--- src/hdl/bmpse_pkg.sv ---
`default_nettype none
package bmpse_pkg;

	localparam int unsigned COMP_W   = 16;
	localparam int unsigned DIM_W    = 13;
	localparam int unsigned CNT_W    = 12;
	localparam int unsigned CFG_IDX_W = 2;
	localparam int unsigned HDR_LEN  = 54;
	localparam int unsigned LANES    = 3;

	localparam logic [CFG_IDX_W-1:0] REG_WIDTH  = 2'd0;
	localparam logic [CFG_IDX_W-1:0] REG_HEIGHT = 2'd1;

	localparam logic signed [COMP_W-1:0] ONE_Q12 = 16'sd4096;

	typedef logic signed [COMP_W-1:0] comp_t;
	typedef logic [DIM_W-1:0] dim_t;

	// header byte at position idx of the 54-byte file header
	function automatic logic [7:0] hdr_byte(input logic [5:0] idx, input dim_t w,
			input dim_t h, input logic [31:0] img);
		logic [5:0]  off;
		logic [31:0] v;
		logic [7:0]  b;
		off = idx - 6'd2;
		unique case (off[5:2])
			4'd0:    v = img + 32'd54;
			4'd2:    v = 32'd54;
			4'd3:    v = 32'd40;
			4'd4:    v = {19'd0, w};
			4'd5:    v = {19'd0, h};
			4'd6:    v = 32'h0018_0001; // planes then bits per pixel
			4'd8:    v = img;
			default: v = 32'd0;
		endcase
		unique case (off[1:0])
			2'd0:    b = v[7:0];
			2'd1:    b = v[15:8];
			2'd2:    b = v[23:16];
			default: b = v[31:24];
		endcase
		if (idx == 6'd0) begin
			b = 8'h42;
		end else if (idx == 6'd1) begin
			b = 8'h4D;
		end
		return b;
	endfunction

endpackage
`default_nettype wire

--- src/hdl/bmpse_pix_if.sv ---
`default_nettype none
interface bmpse_pix_if;
	logic valid;
	logic ready;
	logic signed [15:0] red;
	logic signed [15:0] green;
	logic signed [15:0] blue;
	modport source (output valid, output red, output green, output blue, input ready);
	modport sink (input valid, input red, input green, input blue, output ready);
endinterface
`default_nettype wire

--- src/hdl/bmpse_byte_if.sv ---
`default_nettype none
interface bmpse_byte_if;
	logic valid;
	logic ready;
	logic [7:0] out_byte;
	logic last_of_item;
	logic end_of_frame;
	modport source (output valid, output out_byte, output last_of_item, output end_of_frame,
		input ready);
	modport sink (input valid, input out_byte, input last_of_item, input end_of_frame,
		output ready);
endinterface
`default_nettype wire

--- src/hdl/bmpse_cfg_if.sv ---
`default_nettype none
interface bmpse_cfg_if;
	logic valid;
	logic ready;
	logic [1:0] index;
	logic [12:0] data;
	modport source (output valid, output index, output data, input ready);
	modport sink (input valid, input index, input data, output ready);
endinterface
`default_nettype wire

--- src/hdl/bmp24_stream_encoder_top.sv ---
// 24-bit BMP stream writer.
// pixels: one RGB pixel per item, signed Q4.12 components, file order (bottom row first).
// bytes: one file byte per item; last_of_item marks the final byte caused by a pixel,
//   end_of_frame the final byte of the file.
// cfg: register writes (0 width, 1 height), always ready; write only while idle.
// A frame's first pixel is preceded by the 54-byte header; rows get zero padding to
// a 4-byte boundary.
// One pixel is processed at a time. When the largest component exceeds 1.0 the three
// lanes divide by it, one quotient bit per cycle; the header is sent
// meanwhile. Otherwise the lane bytes are ready the cycle after accept.
// Between accepts a frame's first pixel sends the header, its three lane bytes and any
// row padding, any other pixel its lane bytes and padding, after the lanes when they
// divide; this is set by the eight-step lane divider and the one-byte-per-cycle output.
// The output register holds its byte while the receiver stalls, which delays the next
// accept; the pixel side accepts the next item as soon as the last byte sits in that
// register.
// Reset clears the counters (next pixel starts a frame) and sets both dimensions to 1.
`default_nettype none
module bmp24_stream_encoder_top #(
	parameter int unsigned MAX_DIM = 4096
) (
	input wire logic    clk,
	input wire logic    arst_n,
	bmpse_pix_if.sink   pixels,
	bmpse_byte_if.source bytes,
	bmpse_cfg_if.sink   cfg
);
	localparam logic [1:0] ST_IDLE = 2'd0;
	localparam logic [1:0] ST_HDR  = 2'd1;
	localparam logic [1:0] ST_PIX  = 2'd2;
	localparam logic [1:0] ST_PAD  = 2'd3;
	localparam logic [16:0] MAXD   = 17'(MAX_DIM);

	bmpse_pkg::dim_t width_q, height_q, w_eff, h_eff, w_q, h_q;
	logic [bmpse_pkg::CNT_W-1:0] col_q, row_q;
	logic [1:0]  state_q;
	logic [5:0]  idx_q;
	logic [1:0]  pad_q;
	logic [15:0] row_bytes_q;
	logic [31:0] img_s1;
	logic        eor_q, eof_q;
	logic        ovalid_q, olast_q, oeof_q;
	logic [7:0]  obyte_q;

	logic        in_fire, advance, emit, col_end, row_end, first;
	logic [7:0]  nbyte;
	logic        nlast;
	bmpse_pkg::comp_t maxv;
	bmpse_pkg::comp_t comps [bmpse_pkg::LANES];
	logic [bmpse_pkg::LANES-1:0] lane_done;
	logic [7:0]  lane_res [bmpse_pkg::LANES];

	function automatic bmpse_pkg::dim_t eff(input bmpse_pkg::dim_t v);
		bmpse_pkg::dim_t r;
		r = v;
		if (v == '0) begin
			r = 13'd1;
		end else if ({4'd0, v} > MAXD) begin
			r = MAXD[12:0];
		end
		return r;
	endfunction

	always_comb begin
		w_eff    = eff(width_q);
		h_eff    = eff(height_q);
		in_fire  = pixels.valid && pixels.ready;
		col_end  = ({1'b0, col_q} + 13'd1) >= w_eff;
		row_end  = ({1'b0, row_q} + 13'd1) >= h_eff;
		first    = (col_q == '0) && (row_q == '0);
		maxv     = pixels.red;
		if (pixels.green > maxv) maxv = pixels.green;
		if (pixels.blue > maxv) maxv = pixels.blue;
		comps[0] = pixels.blue;
		comps[1] = pixels.green;
		comps[2] = pixels.red;
	end

	for (genvar i = 0; i < bmpse_pkg::LANES; i++) begin : g_lane
		bmpse_lane u_lane (
			.clk    (clk),
			.arst_n (arst_n),
			.start  (in_fire),
			.comp   (comps[i]),
			.maxv   (maxv),
			.done   (lane_done[i]),
			.result (lane_res[i])
		);
	end

	assign cfg.ready    = 1'b1;
	assign pixels.ready = state_q == ST_IDLE;
	assign advance      = !ovalid_q || bytes.ready;

	// merge: pick header, lane or pad byte for the output register
	always_comb begin
		emit  = 1'b0;
		nbyte = 8'd0;
		nlast = 1'b0;
		unique case (state_q)
			ST_HDR: begin
				emit  = advance;
				nbyte = bmpse_pkg::hdr_byte(idx_q, w_q, h_q, img_s1);
			end
			ST_PIX: begin
				emit  = advance && (&lane_done);
				nbyte = (idx_q[1:0] == 2'd0) ? lane_res[0] :
					((idx_q[1:0] == 2'd1) ? lane_res[1] : lane_res[2]);
				nlast = (idx_q[1:0] == 2'd2) && (!eor_q || pad_q == 2'd0);
			end
			ST_PAD: begin
				emit  = advance;
				nlast = idx_q[1:0] == (pad_q - 2'd1);
			end
			default: ;
		endcase
	end

	always_ff @(posedge clk or negedge arst_n) begin
		if (!arst_n) begin
			width_q  <= 13'd1;
			height_q <= 13'd1;
		end else if (cfg.valid) begin
			if (cfg.index == bmpse_pkg::REG_WIDTH) begin
				width_q <= cfg.data;
			end else if (cfg.index == bmpse_pkg::REG_HEIGHT) begin
				height_q <= cfg.data;
			end
		end
	end

	always_ff @(posedge clk or negedge arst_n) begin
		if (!arst_n) begin
			state_q  <= ST_IDLE;
			idx_q    <= '0;
			col_q    <= '0;
			row_q    <= '0;
			ovalid_q <= 1'b0;
		end else begin
			if (in_fire) begin
				idx_q   <= '0;
				state_q <= first ? ST_HDR : ST_PIX;
				if (col_end) begin
					col_q <= '0;
					row_q <= row_end ? '0 : row_q + 12'd1;
				end else begin
					col_q <= col_q + 12'd1;
				end
			end else if (emit) begin
				unique case (state_q)
					ST_HDR: begin
						if (idx_q == 6'(bmpse_pkg::HDR_LEN - 1)) begin
							state_q <= ST_PIX;
							idx_q   <= '0;
						end else begin
							idx_q <= idx_q + 6'd1;
						end
					end
					ST_PIX: begin
						if (idx_q[1:0] == 2'd2) begin
							state_q <= nlast ? ST_IDLE : ST_PAD;
							idx_q   <= '0;
						end else begin
							idx_q <= idx_q + 6'd1;
						end
					end
					ST_PAD: begin
						if (nlast) begin
							state_q <= ST_IDLE;
						end
						idx_q <= idx_q + 6'd1;
					end
					default: ;
				endcase
			end
			if (emit) begin
				ovalid_q <= 1'b1;
			end else if (bytes.ready) begin
				ovalid_q <= 1'b0;
			end
		end
	end

	always_ff @(posedge clk) begin
		if (in_fire) begin
			w_q         <= w_eff;
			h_q         <= h_eff;
			pad_q       <= w_eff[1:0];
			row_bytes_q <= 16'({w_eff, 1'b0} + {1'b0, w_eff}) + {14'd0, w_eff[1:0]};
			eor_q       <= col_end;
			eof_q       <= col_end && row_end;
		end
		img_s1 <= 32'(row_bytes_q * h_q);
		if (emit) begin
			obyte_q <= nbyte;
			olast_q <= nlast;
			oeof_q  <= nlast && eof_q;
		end
	end

	assign bytes.valid        = ovalid_q;
	assign bytes.out_byte     = obyte_q;
	assign bytes.last_of_item = olast_q;
	assign bytes.end_of_frame = oeof_q;

	a_eof_last: assert property (@(posedge clk) disable iff (!arst_n)
		bytes.valid && bytes.end_of_frame |-> bytes.last_of_item)
		else $error("end of frame without last byte of item");
	a_busy_after_accept: assert property (@(posedge clk) disable iff (!arst_n)
		in_fire |=> state_q != ST_IDLE)
		else $error("sequencer idle after pixel accept");
	a_pix_lanes_done: assert property (@(posedge clk) disable iff (!arst_n)
		emit && state_q == ST_PIX |-> (&lane_done))
		else $error("pixel byte sent before lanes finished");
endmodule
`default_nettype wire

--- src/hdl/bmpse_lane.sv ---
`default_nettype none
module bmpse_lane (
	input  wire logic           clk,
	input  wire logic           arst_n,
	input  wire logic           start,
	input  wire bmpse_pkg::comp_t comp,
	input  wire bmpse_pkg::comp_t maxv,
	output logic                done,
	output logic [7:0]          result
);
	logic [15:0] rem_q;
	logic [7:0]  nlo_q;
	logic [7:0]  quo_q;
	logic [14:0] div_q;
	logic [3:0]  cnt_q;
	logic        busy_q;

	logic [22:0] num;
	logic [12:0] clamped;
	logic [20:0] prod;
	logic [16:0] trial;
	logic        scale;

	always_comb begin
		// 255 * c as (c << 8) - c
		num     = {comp[14:0], 8'd0} - {8'd0, comp[14:0]};
		scale   = maxv > bmpse_pkg::ONE_Q12;
		clamped = comp[15] ? 13'd0 : ((comp > bmpse_pkg::ONE_Q12) ? 13'd4096 : comp[12:0]);
		prod    = {clamped, 8'd0} - {8'd0, clamped};
		trial   = {rem_q, nlo_q[7]};
	end

	always_ff @(posedge clk or negedge arst_n) begin
		if (!arst_n) begin
			busy_q <= 1'b0;
			cnt_q  <= '0;
		end else if (start) begin
			busy_q <= scale && !comp[15] && (comp != '0);
			cnt_q  <= 4'd8;
		end else if (busy_q) begin
			cnt_q  <= cnt_q - 4'd1;
			busy_q <= cnt_q != 4'd1;
		end
	end

	// restoring divide, one quotient bit per cycle; quotient fits 8 bits since c <= max
	always_ff @(posedge clk) begin
		if (start) begin
			rem_q <= {1'b0, num[22:8]};
			nlo_q <= num[7:0];
			div_q <= maxv[14:0];
			quo_q <= scale ? 8'd0 : prod[19:12] | {8{prod[20]}};
		end else if (busy_q) begin
			nlo_q <= {nlo_q[6:0], 1'b0};
			if (trial >= {2'b0, div_q}) begin
				rem_q <= 16'(trial - {2'b0, div_q});
				quo_q <= {quo_q[6:0], 1'b1};
			end else begin
				rem_q <= trial[15:0];
				quo_q <= {quo_q[6:0], 1'b0};
			end
		end
	end

	assign done   = !busy_q;
	assign result = quo_q;
endmodule
`default_nettype wire
--- src/flat_wrapper.sv ---
// flat-port wrapper written by rule: the top's interface ports become plain ports
module bmp24_stream_encoder_top_flat 
#(
	parameter int unsigned MAX_DIM = 4096
)
  (clk, arst_n, pixels_valid, pixels_red, pixels_green, pixels_blue, pixels_ready, bytes_valid, bytes_out_byte, bytes_last_of_item, bytes_end_of_frame, bytes_ready, cfg_valid, cfg_index, cfg_data, cfg_ready);
  bmpse_pix_if pixels_i ();
  bmpse_byte_if bytes_i ();
  bmpse_cfg_if cfg_i ();
  input wire logic clk;
  input wire logic arst_n;
  input wire logic [$bits(pixels_i.valid)-1:0] pixels_valid;
  input wire logic [$bits(pixels_i.red)-1:0] pixels_red;
  input wire logic [$bits(pixels_i.green)-1:0] pixels_green;
  input wire logic [$bits(pixels_i.blue)-1:0] pixels_blue;
  output wire logic [$bits(pixels_i.ready)-1:0] pixels_ready;
  output wire logic [$bits(bytes_i.valid)-1:0] bytes_valid;
  output wire logic [$bits(bytes_i.out_byte)-1:0] bytes_out_byte;
  output wire logic [$bits(bytes_i.last_of_item)-1:0] bytes_last_of_item;
  output wire logic [$bits(bytes_i.end_of_frame)-1:0] bytes_end_of_frame;
  input wire logic [$bits(bytes_i.ready)-1:0] bytes_ready;
  input wire logic [$bits(cfg_i.valid)-1:0] cfg_valid;
  input wire logic [$bits(cfg_i.index)-1:0] cfg_index;
  input wire logic [$bits(cfg_i.data)-1:0] cfg_data;
  output wire logic [$bits(cfg_i.ready)-1:0] cfg_ready;
  assign pixels_i.valid = pixels_valid;
  assign pixels_i.red = pixels_red;
  assign pixels_i.green = pixels_green;
  assign pixels_i.blue = pixels_blue;
  assign pixels_ready = pixels_i.ready;
  assign bytes_valid = bytes_i.valid;
  assign bytes_out_byte = bytes_i.out_byte;
  assign bytes_last_of_item = bytes_i.last_of_item;
  assign bytes_end_of_frame = bytes_i.end_of_frame;
  assign bytes_i.ready = bytes_ready;
  assign cfg_i.valid = cfg_valid;
  assign cfg_i.index = cfg_index;
  assign cfg_i.data = cfg_data;
  assign cfg_ready = cfg_i.ready;
  bmp24_stream_encoder_top #(.MAX_DIM(MAX_DIM)) u_core (.clk(clk), .arst_n(arst_n), .pixels(pixels_i), .bytes(bytes_i), .cfg(cfg_i));
endmodule
--- config.mk ---
export PLATFORM = sky130hd
export DESIGN_NAME = bmp24_stream_encoder_top_flat
export DESIGN_NICKNAME = d
export VERILOG_FILES = /design/src/hdl/bmpse_pkg.sv /design/src/hdl/bmpse_pix_if.sv /design/src/hdl/bmpse_byte_if.sv /design/src/hdl/bmpse_cfg_if.sv /design/src/hdl/bmp24_stream_encoder_top.sv /design/src/hdl/bmpse_lane.sv /design/src/flat_wrapper.sv
export SDC_FILE = /design/constraint.sdc
export NUM_CORES = 1
export LEC_CHECK = 0
export ABC_AREA = 1
export BUFFER_PORTS_ARGS = -buffer_cell sky130_fd_sc_hd__buf_2
export CAP_MARGIN = 15
export CORE_UTILIZATION = 65
export DETAILED_ROUTE_END_ITERATION = 10
export HOLD_SLACK_MARGIN = 0.08
export PLACE_DENSITY = 0.83
export SLEW_MARGIN = 10
export SYNTH_ARGS = -nofsm -noshare
export SYNTH_HDL_FRONTEND = slang
export SYNTH_SLANG_ARGS = --single-unit
export TNS_END_PERCENT = 1
--- constraint.sdc ---
create_clock -name clk -period 9.5 [get_ports clk]
set_input_delay 0.475 -clock clk [delete_from_list [all_inputs] [get_ports clk]]
set_output_delay 0.475 -clock clk [all_outputs]
set_load 0.02 [all_outputs]
# After elaboration in Yosys (flattened, before gate mapping)

Index checks and enable logic that the tools add are counted.

Add/subtract/negate cells: 22
Multiply operators: 1
Magnitude comparators: 13
Equality and inequality tests: 23
Mux-type cells: 77
Bitwise operators: 4
Reductions and logical operators: 49

Operator list:

| kind                  | count |
|---|---|
| $pmux 32 s7           | 1 |
| $mux 8                | 19 |
| $mux 13               | 10 |
| $mux 15               | 6 |
| $mux 16               | 5 |
| $sub 23x15->23        | 3 |
| $gt 16x14->1 const B  | 4 |
| $sub 21x13->21        | 3 |
| $ge 17x15->1          | 3 |
| $reduce_bool 16->1    | 3 |
| $sub 16x15->16        | 3 |
| $gt 16x16->1          | 2 |
| $add 29x6->30 const B | 1 |
| $mul 16x13->29        | 1 |
| $add 12x1->13 const B | 2 |
| $ge 13x13->1          | 2 |
| $gt 13x13->1 const B  | 2 |
| $logic_not 13->1      | 2 |
| $add 12x1->12 const B | 2 |
| $logic_not 12->1      | 2 |
| $mux 12               | 2 |
| $mux 4                | 6 |
| $mux 6                | 4 |
| $or 8x8->8            | 3 |
| 36 further kinds      | 98 |

Register bits after elaboration: 270
Input port bits: 68
Output and inout bits: 13
Word-level logic and storage cells: 225

# Depth between registers and ports, before layout

Gate-level depths: netlist of run 1.

Depth in word-level cells: 9
Depth in mapped cells: 38
Gate-level depth less buffers: 35

# Cells and area by module

Synthesis of run 1 repeated with hierarchy kept, for this count alone.

Cell total of the unflattened synthesis: 3975
Area, all modules: 28939.0 um2

By module, submodules not included:

| module                                   | times used | cells an instance | area an instance (um2) | seq. area each (um2) |
|---|---|---|---|---|
| bmp24_stream_encoder_top                 | 1          | 2110              | 15686.3                | 3550.9 |
| bmpse_lane (u_core.g_lane[0].u_lane ...) | 2          | 628               | 4441.8                 | 1526.5 |
| bmpse_lane (u_core.g_lane[2].u_lane)     | 1          | 609               | 4369.2                 | 1526.5 |

# Worst setup path after synthesis of run 1

Ideal clock, no wire load.

Path type: register to register
Start: register u_core.h_q[3]
End: register u_core.img_s1[25]
Library setup time: 0.120 ns
Data arrival time: 5.427 ns
Required time: 9.380 ns
Path slack: 3.954 ns
Stages on the path, launching flop included: 23
Buffers on the path: 2
Clock period less this slack: 5.546 ns
Cells stage by stage: edfxtp_1 clkbuf_1 clkbuf_1 nand2_1 fa_1 inv_1 fa_1 inv_1 fa_1 inv_1 fa_1 fa_1 ha_1 a21o_1 a21oi_1 o21ai_0 a21oi_1 o21ai_0 a21boi_0 o21ai_0 nand2_1 nand2_1 xor2_1

Word-level cells in the longest chain between the ends: 1

Ends and longest elaborated chain:

| item                     | RTL line                        | RTL |
|---|---|---|
| start: declaration       | bmp24_stream_encoder_top.sv:34  | `bmpse_pkg::dim_t width_q, height_q, w_eff, h_eff, w_q, h_q;` |
| start signal: assignment | bmp24_stream_encoder_top.sv:187 | `h_q <= h_eff;` |
| $mul 16x13->29           | bmp24_stream_encoder_top.sv:193 | `img_s1 <= 32'(row_bytes_q * h_q);` |
| end signal: assignment   | bmp24_stream_encoder_top.sv:193 |  |
| end: declaration         | bmp24_stream_encoder_top.sv:40  | `logic [31:0] img_s1;` |

No other way between the ends.
A chain may end at the register's enable or synchronous reset.

# Final worst setup path of run 1

Start: register u_core.h_q[2]
End: register u_core.img_s1[25]

Same word-level chain as after synthesis.

==> results of run 1 <==
[final cells by class]
type / instances / area, sq um / area share
clock buffers: 46 / 1010 / 0.0347
multi-input cells: 2678 / 17100 / 0.588
well taps: 532 / 666 / 0.0229
clock inverters: 18 / 236 / 0.00813
flip-flops and latches: 266 / 7310 / 0.251
repair buffers: 88 / 465 / 0.0160
inverters: 616 / 2310 / 0.0795
[per-layer routing]
layer | GRT usage | wire length [um] | vias to the layer above | part of all wire
met4 | 0.101 | 1970 | 2 | 0.026
met1 | 0.528 | 33000 | 11500 | 0.44
met3 | 0.0732 | 8480 | 154 | 0.11
met2 | 0.534 | 32100 | 1306 | 0.43
li1 | - | - | 12000 | -
met5 | 0 | 13 | - | 0.00017
[cells in the final DEF (no fill, tap or decap), types with 7 or more instances in the layout]
master | synthesis | layout
a211oi_1 | 9 | 9
a21boi_0 | 8 | 8
a21o_1 | 11 | 11
a21oi_1 | 225 | 225
a31oi_1 | 14 | 14
buf_2 | 11 | 78
buf_4 | 6 | 10
clkbuf_16 | 0 | 36
clkbuf_8 | 0 | 7
clkinv_2 | 0 | 7
dfrtp_1 | 72 | 72
dfxtp_1 | 31 | 31
edfxtp_1 | 161 | 161
fa_1 | 147 | 147
ha_1 | 256 | 256
inv_1 | 607 | 606
nand2_1 | 955 | 954
nand2_2 | 9 | 9
nand3_1 | 193 | 193
nand3b_1 | 13 | 13
nand4_1 | 69 | 69
nor2_1 | 236 | 236
nor3_1 | 50 | 50
nor4_1 | 12 | 12
o211ai_1 | 33 | 33
o21ai_0 | 225 | 225
o21bai_1 | 7 | 7
o22ai_1 | 7 | 7
o31ai_1 | 8 | 8
or2_2 | 7 | 7
xnor2_1 | 47 | 47
xor2_1 | 84 | 84
[stage by stage]
step,worst slack [ns],cell area [sq um],hold WS (ns),util,instances
after floorplan,3.95,27200,0.179,-,3672
after global placement,3.79,27900,0.470,0.679,4180
after detailed placement,3.63,27900,0.475,0.679,4180
after CTS,3.60,29100,0.0897,0.709,4244
after global routing,3.15,29100,0.123,0.709,4244
final,3.56,29100,0.0391,0.709,4244
[critical path: cells and delay by family (launching register included)]
kind | cells | cell delay, ns
fa+ha+maj | 6 | 2.89
compound gates | 7 | 1.54
flops | 1 | 0.73
simple gates | 3 | 0.33
buf+inv | 3 | 0.16
xor+xnor | 1 | 0.15
[flip-flops by register name, indices dropped and copies added, names as in the netlist, 2 cells and up]
name	flops
u_core.g_lane.u_lane.cnt_q	12
u_core.height_q	13
u_core.width_q	13
u_core.state_q	2
u_core.w_q	12
u_core.g_lane.u_lane.nlo_q	24
u_core.bytes.out_byte	8
u_core.g_lane.u_lane.rem_q	48
u_core.g_lane.u_lane.div_q	15
u_core.img_s1	28
u_core.row_bytes_q	15
u_core.col_q	12
u_core.h_q	13
u_core.idx_q	6
u_core.g_lane.u_lane.result	24
u_core.g_lane.u_lane.busy_q	3
u_core.row_q	12
[logic make-up after synthesis]
family	after synthesis
AOI/OAI and AO/OA	579
other	1
xor gates and xnor gates	131
buffers and inverters	728
adders and majority gates	403
DFF	266
and+or+nand+nor	1564
[worst max-delay path by stage]
stage	startpoint	end	slack (ns)	depth (start not counted)
after floorplan	u_core.h_q[3]$_DFFE_PP_	u_core.img_s1[25]$_DFF_P_	3.95	22
after detailed placement	u_core.h_q[3]$_DFFE_PP_	u_core.img_s1[25]$_DFF_P_	3.63	20
after global placement	u_core.h_q[3]$_DFFE_PP_	u_core.img_s1[25]$_DFF_P_	3.79	20
after CTS	u_core.h_q[3]$_DFFE_PP_	u_core.img_s1[25]$_DFF_P_	3.60	20
after global routing	u_core.h_q[3]$_DFFE_PP_	u_core.img_s1[25]$_DFF_P_	3.15	20
final	u_core.h_q[2]$_DFFE_PP_	u_core.img_s1[25]$_DFF_P_	3.56	20
==> results by group, run 1 <==
Route
  – Routed via count: 24.9k
  – Drt first pass iters: 11
  – Final Routed Wirelength: 75600 um
  – WL/cell: 17.8 um
  – DRC Markers: 3
  – Post-route antenna net violation count: 0
  – Via density per instance: 5.88
  – First DRT Iteration DRCs: 3141

Global routing
  – GR Overflow Total: 0
  – GRT Total Usage: 0.359
  – Vias in the first global route: 22.9k
  – First-pass GRT wire length: 119000 um
  – Initial antenna violation count: 1
  – Largest net degree at the start of global routing: 96

Worst setup path
  – Required @ worst endpoint: 9.93 ns
  – Crit end category: flip-flop
  – Arr. time, crit path: 6.37 ns
  – Crit path max fanout: 16
  – Crit path top cell by count: fa_1
  – Critical R2R Capture: u_core.img_s1[25]$_DFF_P_
  – Worst r2r path cells: 20
  – R2R Path Start: u_core.h_q[2]$_DFFE_PP_
  – Critical path type: reg -> reg
  – Worst R2R Setup Slack: 3.56 ns
  – Peak per-stage delay on the critical path: 0.73 ns
  – CP startpoint kind: flip-flop
  – Worst path slowest cell: edfxtp_1
  – CP Cell Sequence: nand2_1 -> fa_1 -> inv_1 -> fa_1 -> inv_1 -> fa_1 -> inv_1 -> fa_1 -> fa_1 -> ha_1 -> a21o_1 -> a21oi_1 -> o21ai_0 -> a21oi_1 -> o21ai_0 -> a21boi_0 -> o21ai_0 -> nand2_1 -> nand2_1 -> xor2_1

Clock network
  – Clk buf depth: 3
  – Number of buffers created by CTS: 35
  – # hold bufs at CTS: 0
  – Clock transition at path regs: 0.07 ns
  – Skew-Pair Late Insertion Delay: 0.57 ns
  – Setup Buffers After CTS: 0
  – Clock root cell: clkbuf_16
  – CTS H-tree lvls: 2
  – PostCTS Resize Cnt: 0
  – TritonCTS clock tree: done
  – Clock sink count: 266

Floorplan
  – Row count: 74
  – Die width: 207 um
  – Die ar.: 0.0427 sq mm
  – Die Ht: 207 um
  – Core Area: 0.0410 sq mm
  – Starting Density: 0.663
  – Num ports: 81

Synth
  – Async SR Flop Fraction: 0.278
  – Synth Register Bits: 266
  – Simple-Gate Fraction of Synth Area: 0.242
  – Mux share of post-synthesis cell area: 0
  – Yosys top cell by area: edfxtp_1
  – Seq/Total Area, Yosys: 0.269
  – Synth Area in XOR/XNOR: 0.0422
  – Distinct cells, synth: 63
  – Yosys warns: 0
  – Ranking of synthesized cells by area: edfxtp_1 18%, nand2_1 13%, ha_1 12%, fa_1 11%, inv_1 8.4%
  – Post-Syn Area per Cell: 7.41 sq um
  – Post-synth top area share: 0.178
  – Mapped Nets: 4143
  – Post-Syn Area: 0.0272 sq mm
  – Largest family of logic cells by synthesized area: simple AND/OR/NAND/NOR gates
  – Top_reg_cell synth: edfxtp_1
  – Synth Area in Compound Gates: 0.118
  – Cells after synthesis: 3672
  – Adder and majority cell fraction of the synthesized area: 0.226
  – Most frequent cells after synthesis: 955 x nand2_1, 607 x inv_1, 256 x ha_1
  – Post-synth EDFFs: 161
  – Cell with the most instances after synthesis: nand2_1

STA
  – Slew HR: 0.281
  – Least-Margin Pin Slew: 1.08 ns
  – Fin. Hold Viols: 0
  – Max-slew violations: 0
  – Max Clock Skew: 0.0292 ns
  – RSZ-0062 raised after global routing: false
  – Tmin final: 5.94 ns
  – F_max: 168 MHz
  – Setup tns final: 0 ns
  – Setup-failing EPs final: 0
  – Final cycle utilization of the critical path: 0.625

Final layout
  – N_diodes: 0
  – Share of layout cells above drive strength 1: 0.0512
  – Layout area overhead: 6.95%
  – Layout net count: 4156
  – Number of fillers in the final layout: 3322

Place
  – DPL Wire Length: 58200 um
  – Port-buffer cells: 79
  – GP Congestion: 0.993

Worst hold path
  – Tightest Hold Check Type: in -> async

Run status
  – Failing checks: design-rule violations
  – Status: complete, but fails checks

Flow run
  – # Max-Cap Violations: 0
Power of run 1 is left out: the tool's default activity adds up to more than one toggle a clock period on the data nets, which glitch-free logic cannot reach.
==> inputs of run 2 (changes only) <==
ABC_AREA = 0   (was 1)
clock period = 6 ns   (was 9.5 ns; I/O delays follow)
==> results by group, run 2 <==
Run status
  – Status: completed

Synth
  – Mapped Nets: 3407 (-18%)
  – Distinct cells, synth: 90 (+43%)
  – Ranking of synthesized cells by area: edfxtp_1 18%, ha_1 12%, fa_1 11%, dfrtp_1 6.9%, nand2_1 5.0%
  – Post-synth top area share: 0.185 (+0.00717)
  – Async SR Flop Fraction: 0.278 (unchanged)
  – Yosys warns: 0 (unchanged)
  – Cells after synthesis: 2936 (-20%)
  – Most frequent cells after synthesis: 350 x nand2_1, 307 x inv_1, 256 x ha_1
  – Post-synth EDFFs: 161 (unchanged)
  – Yosys top cell by area: edfxtp_1
  – Synth Register Bits: 266 (unchanged)
  – Cell with the most instances after synthesis: nand2_1
  – Top_reg_cell synth: edfxtp_1
  – Post-Syn Area: 0.0262 sq mm (-3.9%)
  – Post-Syn Area per Cell: 8.91 sq um (+20%)
  – Seq/Total Area, Yosys: 0.279 (+0.0108)

Floorplan
  – Num ports: 81 (unchanged)
  – Core Area: 0.0397 sq mm (-3.1%)
  – Die ar.: 0.0410 sq mm (-3.8%)
  – Die Ht: 203 um (-1.9%)
  – Row count: 73 (-1.4%)
  – Die width: 203 um (-1.9%)
  – Starting Density: 0.658 (-0.00509)

STA
  – Slew HR: 0.289 (+0.00852)
  – Least-Margin Pin Slew: 1.07 ns (-0.0128 ns)
  – Max-slew violations: 0 (unchanged)
  – Max Clock Skew: 0.0238 ns (-0.00543 ns)
  – Tmin final: 5.86 ns (-0.0725 ns)
  – Fin. Hold Viols: 0 (unchanged)
  – RSZ-0062 raised after global routing: false
  – F_max: 171 MHz (+1.2%)
  – Setup tns final: 0 ns (unchanged)
  – Setup-failing EPs final: 0 (unchanged)
  – Final cycle utilization of the critical path: 0.977 (+0.352)

Worst setup path
  – CP Cell Sequence: buf_4 -> nand2_1 -> fa_1 -> fa_1 -> inv_1 -> fa_1 -> fa_1 -> fa_1 -> ha_1 -> a21o_1 -> a21o_1 -> a21oi_1 -> o21ai_0 -> nand2_1 -> o21ai_0 -> o41a_1 -> a21o_1 -> a21oi_1 -> xnor2_1
  – Arr. time, crit path: 6.35 ns (-0.02 ns)
  – Critical path type: reg -> reg
  – Required @ worst endpoint: 6.49 ns (-3.44 ns)
  – Worst path bufs/invs: 2 (-1)
  – Worst path slowest cell: edfxtp_1
  – Crit path max fanout: 9 (-7)
  – CP startpoint kind: flip-flop
  – Peak per-stage delay on the critical path: 0.54 ns (-0.19 ns)
  – Crit end category: flip-flop
  – Crit path top cell by count: fa_1
  – Delay-heaviest family, CP: adder cells

Final layout
  – Layout net count: 3493 (-16%)
  – Largest register FFs: 48 (unchanged)
  – Layout area overhead: 9.42%
  – Commonest non-fill, non-tap cells in the layout: 349 x nand2_1, 306 x inv_1, 256 x ha_1
  – Largest Register: u_core.g_lane.u_lane.rem_q
  – Share of layout cells above drive strength 1: 0.0932 (+0.0420)
  – Number of fillers in the final layout: 2972 (-11%)
  – Top flop regs: u_core.g_lane.u_lane.rem_q: 48 flops, u_core.img_s1: 28 flops
  – Most common cell after layout, fill and taps aside: nand2_1
  – N_diodes: 0 (unchanged)

Clock network
  – Number of buffers created by CTS: 34 (-2.9%)
  – Skew-Pair Late Insertion Delay: 0.56 ns (about the same)
  – Clk buf depth: 3 (unchanged)
  – Clock root cell: clkbuf_16
  – TritonCTS clock tree: done
  – Clock transition at path regs: 0.06 ns (about the same)
  – Clock sink count: 266 (unchanged)
  – CTS H-tree lvls: 2 (unchanged)

Global routing
  – Initial antenna violation count: 2 (+1)
  – GRT Total Usage: 0.361 (+0.00284)
  – GR Overflow Total: 0 (unchanged)
  – First-pass GRT wire length: 117000 um (-2.0%)
  – Vias in the first global route: 21.9k (-4.4%)
  – Largest net degree at the start of global routing: 93 (-3.1%)

Worst hold path
  – Tightest Hold Check Type: in -> reg

Place
  – Port-buffer cells: 79 (unchanged)
  – GP Congestion: 0.991 (-0.20%)
  – DPL Wire Length: 57100 um (-1.9%)

Flow run
  – # Max-Cap Violations: 0 (unchanged)

Route
  – Drt first pass iters: 6 (-5)
  – Post-route antenna net violation count: 0 (unchanged)
  – WL/cell: 20.8 um (+17%)
  – Routed via count: 22.8k (-8.6%)
  – DRC Markers: 0 (-3)
  – First DRT Iteration DRCs: 2622 (-17%)
  – Via density per instance: 6.38 (+8.6%)
  – Final Routed Wirelength: 74200 um (-1.8%)
## run 2: worst reg2reg max path: stages, from the launching register on
cell and delay, ns:
edfxtp_1 0.54, buf_4 0.25, nand2_1 0.13, fa_1 0.54
fa_1 0.51, inv_1 0.05, fa_1 0.41, fa_1 0.44
fa_1 0.49, ha_1 0.38, a21o_1 0.19, a21o_1 0.18
a21oi_1 0.35, o21ai_0 0.22, nand2_1 0.14, o21ai_0 0.12
o41a_1 0.35, a21o_1 0.19, a21oi_1 0.17, xnor2_1 0.13
## run 2: worst paths after layout
check / from / endpoint / slack, ns / depth (start not counted)
max reg2reg: u_core.h_q[6]$_DFFE_PP_ / u_core.img_s1[27]$_DFF_P_ / 0.14 / 19
min reg2reg: u_core.g_lane[1].u_lane.nlo_q[3]$_DFFE_PP_ / u_core.g_lane[1].u_lane.nlo_q[4]$_DFFE_PP_ / 0.52 / 2
max in group asynchronous: arst_n / u_core.height_q[2]$_DFFE_PN0P_ / 4.89 / 2
min: cfg_index[1] / u_core.width_q[12]$_DFFE_PN0P_ / 0.18 / 4
min in group asynchronous: arst_n / u_core.g_lane[2].u_lane.cnt_q[3]$_DFFE_PN0P_ / 0.46 / 2
max: u_core.h_q[6]$_DFFE_PP_ / u_core.img_s1[27]$_DFF_P_ / 0.14 / 19
## run 2: repair_timing
action | 4_1_cts | 5_1_grt
gates resized for setup | 0 | 1
buffers inserted | 0 | 19
endpoints found under the hold margin | 99 | 0
endpoints found under the setup margin | 0 | 5
hold buffers | 15 | 0
## run 2: area by class of cell
cell class / count / area (sq um) / area share
Clock buffer: 42 / 891 / 0.0311
Timing Repair Buffer: 167 / 1130 / 0.0395
Clock inverter: 20 / 225 / 0.00787
Inverter: 307 / 1160 / 0.0404
Sequential cell: 266 / 7310 / 0.255
Multi-Input combinational cell: 2246 / 17200 / 0.603
Tap cell: 525 / 657 / 0.0230
## run 2: kinds of logic after synthesis
kind of cell | after synthesis | synth area share
AOI/OAI and AO/OA | 557 | 0.138
xor gates and xnor gates | 202 | 0.0679
adders and majority gates | 403 | 0.235
buffers and inverters | 424 | 0.0628
DFF | 266 | 0.279
muxes | 84 | 0.0339
other | 1 | 0.000143
and+or+nand+nor | 999 | 0.183
## run 2: routing by layer
| layer | share of wire | GRT usage | vias up |
|---|---|---|---|
| met5 | 0.00015 | 0 | - |
| met4 | 0.030 | 0.102 | 2 |
| met3 | 0.10 | 0.0647 | 182 |
| met2 | 0.45 | 0.569 | 1192 |
| met1 | 0.42 | 0.511 | 11100 |
| li1 | - | - | 10400 |
## run 2: through the flow
step / std cells / cell area (sq um) / setup WS, ns / hold WS, ns / utilization
floorplan: 2936 / 26200 / 0.558 / 0.00441 / -
global placement: 3476 / 27200 / 0.234 / 0.488 / 0.684
detailed placement: 3476 / 27200 / 0.0870 / 0.502 / 0.684
global route: 3573 / 28600 / 0.0201 / 0.205 / 0.720
finish: 3573 / 28600 / 0.137 / 0.180 / 0.720
CTS: 3553 / 28500 / 0.0317 / 0.165 / 0.716
Power of run 2 is left out for the same reason.
